$ cat src/rtl/core/sle_pkg.sv
// Shared types, character codes and echo tables for the serial line editor.
// No dependencies; sle_out_stage, serial_line_editor and sle_checker import this package.
`default_nettype none

package sle_pkg;

    localparam int LINE_SIZE_DEF = 32;

    // Character codes the editor reacts to
    localparam logic [7:0] CH_NUL  = 8'h00;
    localparam logic [7:0] CH_BS   = 8'h08;
    localparam logic [7:0] CH_LF   = 8'h0a;
    localparam logic [7:0] CH_CR   = 8'h0d;
    localparam logic [7:0] CH_DC2  = 8'h12;   // ctrl-R, retype
    localparam logic [7:0] CH_NAK  = 8'h15;   // ctrl-U, kill line
    localparam logic [7:0] CH_SP   = 8'h20;
    localparam logic [7:0] CH_SEMI = 8'h3b;
    localparam logic [7:0] CH_X    = 8'h58;
    localparam logic [7:0] CH_DEL  = 8'h7f;

    typedef enum logic [1:0] {
        ST_IDLE,
        ST_ECHO,
        ST_DUMP,
        ST_TERM
    } state_t;

    typedef enum logic [1:0] {
        ECHO_CHAR,
        ECHO_RUB,
        ECHO_CRLF,
        ECHO_KILL
    } echo_t;

    typedef struct packed {
        logic [7:0] out_byte;
        logic       kind;
        logic       line_done;
        logic       last;
    } sle_res_t;

    // Position of the final byte of each echo string
    function automatic logic [2:0] echo_last(echo_t sel);
        logic [2:0] p;
        unique case (sel)
            ECHO_CHAR: p = 3'd0;
            ECHO_RUB:  p = 3'd2;
            ECHO_CRLF: p = 3'd1;
            ECHO_KILL: p = 3'd4;
            default:   p = 3'd0;
        endcase
        return p;
    endfunction

    function automatic logic [7:0] echo_byte(echo_t sel, logic [2:0] pos, logic [7:0] ch);
        logic [7:0] b;
        unique case (sel)
            ECHO_CHAR: b = ch;
            ECHO_RUB:  b = (pos == 3'd1) ? CH_SP : CH_BS;
            ECHO_CRLF: b = (pos == 3'd0) ? CH_CR : CH_LF;
            ECHO_KILL: b = (pos < 3'd3) ? CH_X : ((pos == 3'd3) ? CH_CR : CH_LF);
            default:   b = ch;
        endcase
        return b;
    endfunction

endpackage

`default_nettype wire

$ cat src/rtl/core/sle_in_if.sv
// Input channel of the serial line editor: one received character per beat.
// No dependencies.
`default_nettype none

interface sle_in_if;
    logic       valid;
    logic       ready;
    logic [7:0] rx_char;

    modport source (output valid, output rx_char, input ready);
    modport sink   (input valid, input rx_char, output ready);
endinterface

`default_nettype wire

$ cat src/rtl/core/sle_out_if.sv
// Output channel of the serial line editor: one echo or line byte per beat.
// No dependencies.
`default_nettype none

interface sle_out_if;
    logic       valid;
    logic       ready;
    logic [7:0] out_byte;
    logic       kind;
    logic       line_done;
    logic       last;

    modport source (output valid, output out_byte, output kind, output line_done,
                    output last, input ready);
    modport sink   (input valid, input out_byte, input kind, input line_done,
                    input last, output ready);
endinterface

`default_nettype wire

$ cat src/rtl/core/sle_out_stage.sv
// Output register of the serial line editor; decouples the sequencer from
// downstream stalls. Depends on sle_pkg and sle_out_if.
`default_nettype none

module sle_out_stage (
    input  wire logic             clk,
    input  wire logic             rst_n,
    input  wire logic             push_valid,
    input  wire sle_pkg::sle_res_t push_data,
    output logic                  push_ready,
    sle_out_if.source             out_ch
);
    import sle_pkg::*;

    logic     valid_reg;
    logic     valid_next;
    sle_res_t data_reg;

    assign push_ready = !valid_reg || out_ch.ready;
    assign valid_next = push_ready ? push_valid : valid_reg;

    always_ff @(posedge clk or negedge rst_n)
    begin
        if (!rst_n)
        begin
            valid_reg <= 1'b0;
        end
        else
        begin
            valid_reg <= valid_next;
        end
    end

    always_ff @(posedge clk)
    begin
        if (push_ready && push_valid)
        begin
            data_reg <= push_data;
        end
    end

    assign out_ch.valid     = valid_reg;
    assign out_ch.out_byte  = data_reg.out_byte;
    assign out_ch.kind      = data_reg.kind;
    assign out_ch.line_done = data_reg.line_done;
    assign out_ch.last      = data_reg.last;

endmodule

`default_nettype wire

$ cat src/rtl/core/serial_line_editor.sv
// Serial line editor: an accepted character passes the sequencer state register
// and then the output register before its first result beat is on the output.
// One result beat per cycle while downstream is ready; the input stays closed
// until the last result of a character is pushed, so no new character is taken
// before the last is through. The line store is read one entry per cycle.
// Reset clears the character count and empties the output; store contents stay.
`default_nettype none

module serial_line_editor #(
    parameter int LINE_SIZE = sle_pkg::LINE_SIZE_DEF
) (
    input  wire logic clk,
    input  wire logic rst_n,
    sle_in_if.sink    in_ch,
    sle_out_if.source out_ch
);
    import sle_pkg::*;

    localparam int DEPTH = LINE_SIZE - 1;
    localparam int CNT_W = $clog2(LINE_SIZE);
    localparam int IDX_W = $clog2(DEPTH);

    state_t             state_reg, state_next;
    logic [CNT_W-1:0]   cnt_reg, cnt_next;
    logic [7:0]         ch_reg, ch_next;
    echo_t              sel_reg, sel_next;
    logic [2:0]         pos_reg, pos_next;
    logic [CNT_W-1:0]   len_reg, len_next;
    logic               dkind_reg, dkind_next;
    logic               term_reg, term_next;
    logic [CNT_W-1:0]   idx_reg, idx_next;
    logic [7:0]         rd_data_reg;
    logic [7:0]         mem [DEPTH];

    logic               accept;
    logic               wr_en;
    logic [IDX_W-1:0]   rd_addr;
    logic               push_valid;
    logic               push_ready;
    sle_res_t           push_data;
    logic               echo_end;
    logic               dump_end;

    assign in_ch.ready = (state_reg == ST_IDLE);
    assign accept      = in_ch.valid && in_ch.ready;
    assign echo_end    = (pos_reg == echo_last(sel_reg));
    assign dump_end    = ((idx_reg + CNT_W'(1)) == len_reg);

    always_comb
    begin
        state_next = state_reg;
        cnt_next   = cnt_reg;
        ch_next    = ch_reg;
        sel_next   = sel_reg;
        pos_next   = pos_reg;
        len_next   = len_reg;
        dkind_next = dkind_reg;
        term_next  = term_reg;
        idx_next   = idx_reg;
        wr_en      = 1'b0;
        rd_addr    = '0;
        push_valid = 1'b0;
        push_data  = '0;

        unique case (state_reg)
            ST_IDLE:
            begin
                if (accept)
                begin
                    ch_next    = in_ch.rx_char;
                    pos_next   = '0;
                    idx_next   = '0;
                    len_next   = '0;
                    dkind_next = 1'b0;
                    term_next  = 1'b0;
                    unique case (in_ch.rx_char) inside
                        CH_NUL, CH_LF:
                        begin
                        end
                        CH_DEL, CH_BS:
                        begin
                            if (cnt_reg != '0)
                            begin
                                sel_next   = ECHO_RUB;
                                cnt_next   = cnt_reg - CNT_W'(1);
                                state_next = ST_ECHO;
                            end
                        end
                        CH_DC2:
                        begin
                            sel_next   = ECHO_CRLF;
                            len_next   = cnt_reg;
                            state_next = ST_ECHO;
                        end
                        CH_NAK:
                        begin
                            sel_next   = ECHO_KILL;
                            cnt_next   = '0;
                            state_next = ST_ECHO;
                        end
                        CH_CR, CH_SEMI:
                        begin
                            sel_next   = ECHO_CRLF;
                            len_next   = cnt_reg;
                            dkind_next = 1'b1;
                            term_next  = 1'b1;
                            cnt_next   = '0;
                            state_next = ST_ECHO;
                        end
                        default:
                        begin
                            wr_en      = 1'b1;
                            sel_next   = ECHO_CHAR;
                            state_next = ST_ECHO;
                            if ((cnt_reg + CNT_W'(1)) == CNT_W'(DEPTH))
                            begin
                                // buffer full: flush without CR LF
                                len_next   = CNT_W'(DEPTH);
                                dkind_next = 1'b1;
                                term_next  = 1'b1;
                                cnt_next   = '0;
                            end
                            else
                            begin
                                cnt_next = cnt_reg + CNT_W'(1);
                            end
                        end
                    endcase
                end
            end
            ST_ECHO:
            begin
                // rd_addr stays 0 here, so entry 0 is ready on entering ST_DUMP
                push_valid         = 1'b1;
                push_data.out_byte = echo_byte(sel_reg, pos_reg, ch_reg);
                push_data.last     = echo_end && (len_reg == '0) && !term_reg;
                if (push_ready)
                begin
                    if (echo_end)
                    begin
                        if (len_reg != '0)
                            state_next = ST_DUMP;
                        else if (term_reg)
                            state_next = ST_TERM;
                        else
                            state_next = ST_IDLE;
                    end
                    else
                    begin
                        pos_next = pos_reg + 3'd1;
                    end
                end
            end
            ST_DUMP:
            begin
                push_valid         = 1'b1;
                push_data.out_byte = rd_data_reg;
                push_data.kind     = dkind_reg;
                push_data.last     = dump_end && !term_reg;
                rd_addr            = idx_reg[IDX_W-1:0];
                if (push_ready)
                begin
                    if (dump_end)
                    begin
                        state_next = term_reg ? ST_TERM : ST_IDLE;
                    end
                    else
                    begin
                        idx_next = idx_reg + CNT_W'(1);
                        rd_addr  = idx_next[IDX_W-1:0];
                    end
                end
            end
            ST_TERM:
            begin
                push_valid          = 1'b1;
                push_data.kind      = 1'b1;
                push_data.line_done = 1'b1;
                push_data.last      = 1'b1;
                if (push_ready)
                    state_next = ST_IDLE;
            end
            default:
            begin
                state_next = ST_IDLE;
            end
        endcase
    end

    always_ff @(posedge clk or negedge rst_n)
    begin
        if (!rst_n)
        begin
            state_reg <= ST_IDLE;
            cnt_reg   <= '0;
        end
        else
        begin
            state_reg <= state_next;
            cnt_reg   <= cnt_next;
        end
    end

    always_ff @(posedge clk)
    begin
        ch_reg    <= ch_next;
        sel_reg   <= sel_next;
        pos_reg   <= pos_next;
        len_reg   <= len_next;
        dkind_reg <= dkind_next;
        term_reg  <= term_next;
        idx_reg   <= idx_next;
    end

    // Line store: written on an accepted character that is stored, read every cycle.
    // A write always lands before any dump that reads it.
    always_ff @(posedge clk)
    begin
        if (wr_en)
            mem[cnt_reg[IDX_W-1:0]] <= in_ch.rx_char;
        rd_data_reg <= mem[rd_addr];
    end

    sle_out_stage u_out_stage (
        .clk        (clk),
        .rst_n      (rst_n),
        .push_valid (push_valid),
        .push_data  (push_data),
        .push_ready (push_ready),
        .out_ch     (out_ch)
    );

endmodule

`default_nettype wire

$ cat src/flat_wrapper.sv
// flat-port wrapper written by rule: the top's interface ports become plain ports
module serial_line_editor_flat import sle_pkg::*;
#(
    parameter int LINE_SIZE = sle_pkg::LINE_SIZE_DEF
)
  (clk, rst_n, in_ch_valid, in_ch_rx_char, in_ch_ready, out_ch_valid, out_ch_out_byte, out_ch_kind, out_ch_line_done, out_ch_last, out_ch_ready);
  sle_in_if in_ch_i ();
  sle_out_if out_ch_i ();
  input  wire logic clk;
  input  wire logic rst_n;
  input wire logic [$bits(in_ch_i.valid)-1:0] in_ch_valid;
  input wire logic [$bits(in_ch_i.rx_char)-1:0] in_ch_rx_char;
  output wire logic [$bits(in_ch_i.ready)-1:0] in_ch_ready;
  output wire logic [$bits(out_ch_i.valid)-1:0] out_ch_valid;
  output wire logic [$bits(out_ch_i.out_byte)-1:0] out_ch_out_byte;
  output wire logic [$bits(out_ch_i.kind)-1:0] out_ch_kind;
  output wire logic [$bits(out_ch_i.line_done)-1:0] out_ch_line_done;
  output wire logic [$bits(out_ch_i.last)-1:0] out_ch_last;
  input wire logic [$bits(out_ch_i.ready)-1:0] out_ch_ready;
  assign in_ch_i.valid = in_ch_valid;
  assign in_ch_i.rx_char = in_ch_rx_char;
  assign in_ch_ready = in_ch_i.ready;
  assign out_ch_valid = out_ch_i.valid;
  assign out_ch_out_byte = out_ch_i.out_byte;
  assign out_ch_kind = out_ch_i.kind;
  assign out_ch_line_done = out_ch_i.line_done;
  assign out_ch_last = out_ch_i.last;
  assign out_ch_i.ready = out_ch_ready;
  serial_line_editor #(.LINE_SIZE(LINE_SIZE)) u_core (.clk(clk), .rst_n(rst_n), .in_ch(in_ch_i), .out_ch(out_ch_i));
endmodule
$ cat config.mk
export PLATFORM = sky130hd
export DESIGN_NAME = serial_line_editor_flat
export DESIGN_NICKNAME = d
export VERILOG_FILES = /design/src/rtl/core/sle_pkg.sv /design/src/rtl/core/sle_in_if.sv /design/src/rtl/core/sle_out_if.sv /design/src/rtl/core/sle_out_stage.sv /design/src/rtl/core/serial_line_editor.sv /design/src/flat_wrapper.sv
export SDC_FILE = /design/constraint.sdc
export NUM_CORES = 1
export LEC_CHECK = 0
export ABC_CLOCK_PERIOD_IN_PS = 4500
export BUFFER_PORTS_ARGS = -buffer_cell sky130_fd_sc_hd__buf_2
export CORE_MARGIN = 5
export CORE_UTILIZATION = 36
export CTS_BUF_LIST = sky130_fd_sc_hd__clkbuf_16
export DETAILED_ROUTE_END_ITERATION = 12
export PLACE_DENSITY = 0.49
export REMOVE_ABC_BUFFERS = 1
export SKIP_LAST_GASP = 1
export SYNTH_ARGS = -nofsm -noshare
export SYNTH_HDL_FRONTEND = slang
export SYNTH_SLANG_ARGS = --single-unit
$ cat constraint.sdc
create_clock -name clk -period 4.5 [get_ports clk]
set_input_delay 0.675 -clock clk [delete_from_list [all_inputs] [get_ports clk]]
set_output_delay 0.675 -clock clk [all_outputs]
set_load 0.02 [all_outputs]
==> reports/qor.json <==
{
  "outcome": {
    "run_status": "complete, no violations"
  },
  "power_and_ir_drop": {
    "p_comb_frac": 0.261,
    "pwr-share-clk": 0.321,
    "p_int_w": 0.00572,
    "switching_part_of_the_total": 0.335,
    "powerDensity_mw_per_mm2": 564,
    "total_leakage_power_nw": 5.54,
    "power.share.sequential": 0.419,
    "power.net_switching_w": 0.00288,
    "ir_drop_uv": 304
  },
  "route": {
    "totalWireLength_mm": 36.9,
    "drcViolationCount": 0,
    "vias_per_cell": 5.63,
    "detailroute.via_count": 8460,
    "routed_len_inst_um": 24.6,
    "detail-route-antenna-nets": 0,
    "detail_route.first_pass.iterations": 5,
    "initialDrtViolationCount": 741
  },
  "global_routing": {
    "globalRouteTotalUtil": 0.178,
    "grtUsageMet1": 0.259,
    "grt_overflow": 0,
    "first_global_vias": 8200,
    "grt_max_degree": 51,
    "globalRouteMet2Util": 0.279,
    "grt-busiest-layer": "met2",
    "antenna_found_initial": 2,
    "met3_usage": 0.0270,
    "global_route_wire_length_before_repair_mm": 55.0
  },
  "placed_design": {
    "dp_slack_ps": 845,
    "finalWeightedCongestion": 0.892,
    "placed_cells_incl_taps": 1437,
    "place.detailed.hpwl_mm": 24.7,
    "place.port_buffers": 24,
    "dpl-instance-area_mm2": 0.0141
  },
  "timing": {
    "worst_slew_pin_slew_ps": 1410,
    "setup_viol": 0,
    "finalSetupTns_ps": 0,
    "pins_over_their_slew_limit": 0,
    "min_period_ps": 3790,
    "fin_skew_ps": 22.1,
    "relSlewSlack": 0.0560,
    "setup_repair_after_global_routing_missed_its_margin": "false",
    "maxClockFrequency_mhz": 264,
    "total_count_of_hold_check_failures_in_the_final_report": 0,
    "period_share": 0.842,
    "layout_setup_ws_ps": 709
  },
  "hold_path": {
    "worst_hold_path_type": "primary input to flop",
    "hold_path_depth": 1
  },
  "cts": {
    "cts_tree": "done",
    "clock-sinks": 299,
    "post_cts_buffers": 0,
    "cts_made_buffers": 35,
    "cts_root_buf": "sky130_fd_sc_hd__clkbuf_16",
    "worst_skew_pair.late_latency_ps": 540,
    "clock_path_buffers": 3,
    "clkTransAtPathRegs_ps": 50,
    "cts.htree.levels": 2
  },
  "finish": {
    "antenna-diode-count": 0,
    "largest_register_ffs": 248,
    "total_of_fill_cells_in_the_finished_design": 3359,
    "post_route_cells_drive_above_1_share": 0.158,
    "layout.nets": 1033,
    "final-instance-count-excl-fill": 1502,
    "non_filler_cell_area_final_mm2": 0.0152,
    "area_added_between_synthesis_and_finish_pct": 14.9
  },
  "floorplan": {
    "floorplan.core_area_mm2": 0.0365,
    "floorplan.die_area_mm2": 0.0408,
    "die_width_um": 202,
    "rows": 70,
    "initial_core_util": 0.363,
    "ioPinCount": 25,
    "fp.dieH_um": 202
  },
  "yosys": {
    "syn_avg_cell_area_um2": 14.1,
    "synth_top_cells_by_area": "sky130_fd_sc_hd__edfxtp_1 64%, sky130_fd_sc_hd__mux2i_1 6.8%, sky130_fd_sc_hd__nand2_1 2.7%, sky130_fd_sc_hd__nor2_1 2.1%, sky130_fd_sc_hd__a32oi_1 1.7%",
    "synth_top_area_cell": "sky130_fd_sc_hd__edfxtp_1",
    "async_reset_ff_frac": 0.0268,
    "synth.yosys.warnings": 0,
    "yosys.area_share.xor_xnor": 0.00971,
    "synth_compound_gate_area_share": 0.117,
    "synth.most_common_cell": "sky130_fd_sc_hd__edfxtp_1",
    "synth_adder_area_share": 0.0132,
    "yosysSeqAreaShare": 0.668,
    "yosys-mux-area-fraction": 0.0803,
    "number_of_instances_in_the_synthesized_netlist": 940,
    "synth_flop_cell": "sky130_fd_sc_hd__edfxtp_1",
    "synth_enable_flop_cells": 283,
    "synth_common_cells": "283 x sky130_fd_sc_hd__edfxtp_1, 96 x sky130_fd_sc_hd__nand2_1, 90 x sky130_fd_sc_hd__mux2i_1",
    "cell_variety_after_synth": 74,
    "post_synth_and_or_nand_nor_area_fraction": 0.0863,
    "count_of_state_elements_after_synthesis": 299,
    "post_synthesis_cell_area_mm2": 0.0133,
    "synth_top_family_by_area": "compound AO/OA/AOI/OAI gates",
    "yosys.area.top_type_share": 0.641
  },
  "worst_setup_path": {
    "timing_worst_setup_path_type": "flop to flop",
    "cp_max_fo": 16,
    "critPathCaptureType": "flop",
    "worst_ep_arrival_time_ps": 4220,
    "setup.worst_path.start_class": "flop",
    "timing.reg2reg.worst_path_depth": 8,
    "timing.critical_path.required_ps": 4930
  },
  "job": {
    "max-cap-violations": 0
  }
}
-- worst paths after layout --
kind | startpoint | end | slack [ps]
worst min register to register | u_core.state_reg[1]$_DFFE_PN0P_ | u_core.state_reg[1]$_DFFE_PN0P_ | 590
worst max register to register | u_core.idx_reg[1]$_DFFE_PP_ | u_core.rd_data_reg[4]$_DFF_P_ | 710
worst max-delay path | u_core.idx_reg[1]$_DFFE_PP_ | u_core.rd_data_reg[4]$_DFF_P_ | 710
max in group asynchronous | rst_n | u_core.cnt_reg[1]$_DFFE_PN0P_ | 3750
worst min-delay path | in_ch_rx_char[7] | u_core.ch_reg[7]$_DFFE_PP_ | 490
min in group asynchronous | rst_n | u_core.state_reg[1]$_DFFE_PN0P_ | 540
-- metrics by stage --
step,power [W],utilization,hold slack (ps)
CTS,0.00865,0.417,450
global placement,0.00588,0.386,545
floorplan,0.00513,-,379
finish,0.00859,0.417,490
global route,0.00898,0.417,460
detailed placement,0.00589,0.386,549
-- final cells by class --
cell class	count	area (µm²)	share of cell area
Inverter	20	75.1	0.00493
Clock inverter	29	248	0.0163
Multi-Input combinational cell	576	4070	0.267
Clock buffer	35	876	0.0575
Tap cell	468	586	0.0384
Sequential cell	299	8860	0.581
Timing Repair Buffer	75	531	0.0348
-- logic make-up after synthesis --
family / count (synthesis)
compound gates: 196
xor+xnor: 13
fa+ha+maj: 14
buf+inv: 65
flops: 299
mux: 104
simple gates: 249
-- layer usage --
layer	wire length [µm]	share of wire
met1	17000	0.46
met2	17000	0.46
met3	2050	0.056
met4	864	0.023
met5	0	0
-- critical path, stage by stage, from the launching register on --
cell	delay [ps]
sky130_fd_sc_hd__edfxtp_1	530
sky130_fd_sc_hd__ha_1	420
sky130_fd_sc_hd__xor2_1	220
sky130_fd_sc_hd__o2111ai_1	260
sky130_fd_sc_hd__nor2_1	1140
sky130_fd_sc_hd__a221oi_1	180
sky130_fd_sc_hd__o211ai_1	430
sky130_fd_sc_hd__a31oi_1	230
sky130_fd_sc_hd__a211oi_2	290
-- what timing repair did --
item | in CTS | in global routing
hold endpoints to repair | 8 | 0
hold buffers | 1 | 0
gates resized for setup | 0 | 0
-- placed cells by master (no fill, tap or decap), drive strengths merged, types with 4 or more instances in the layout --
cell,count
nor2b,4
a21boi,4
nand2b,5
a221oi,26
xnor2,5
mux2,13
a32oi,25
o221ai,9
dfxtp,8
nor3,9
o31ai,5
xor2,8
ha,14
a311oi,11
a21oi,22
nor2,74
nand4,4
mux2i,91
nand3b,4
edfxtp,283
buf,74
o2bb2ai,8
a22oi,9
clkbuf,35
o211ai,18
and2,8
or3,5
nand2,96
a31oi,8
clkinv,16
a211oi,8
inv,29
nand3,25
o21ai,27
dfrtp,8
-- power by group through the flow --
stage	clock [W]	sequential, W	combinational (W)
2_1_floorplan	0	0.00363	0.00150
3_3_place_gp	0	0.00365	0.00224
3_5_place_dp	0	0.00365	0.00224
4_1_cts	0.00281	0.00359	0.00225
5_1_grt	0.00293	0.00362	0.00243
6_report	0.00275	0.00360	0.00224
(Power assumes the default switching activity.)
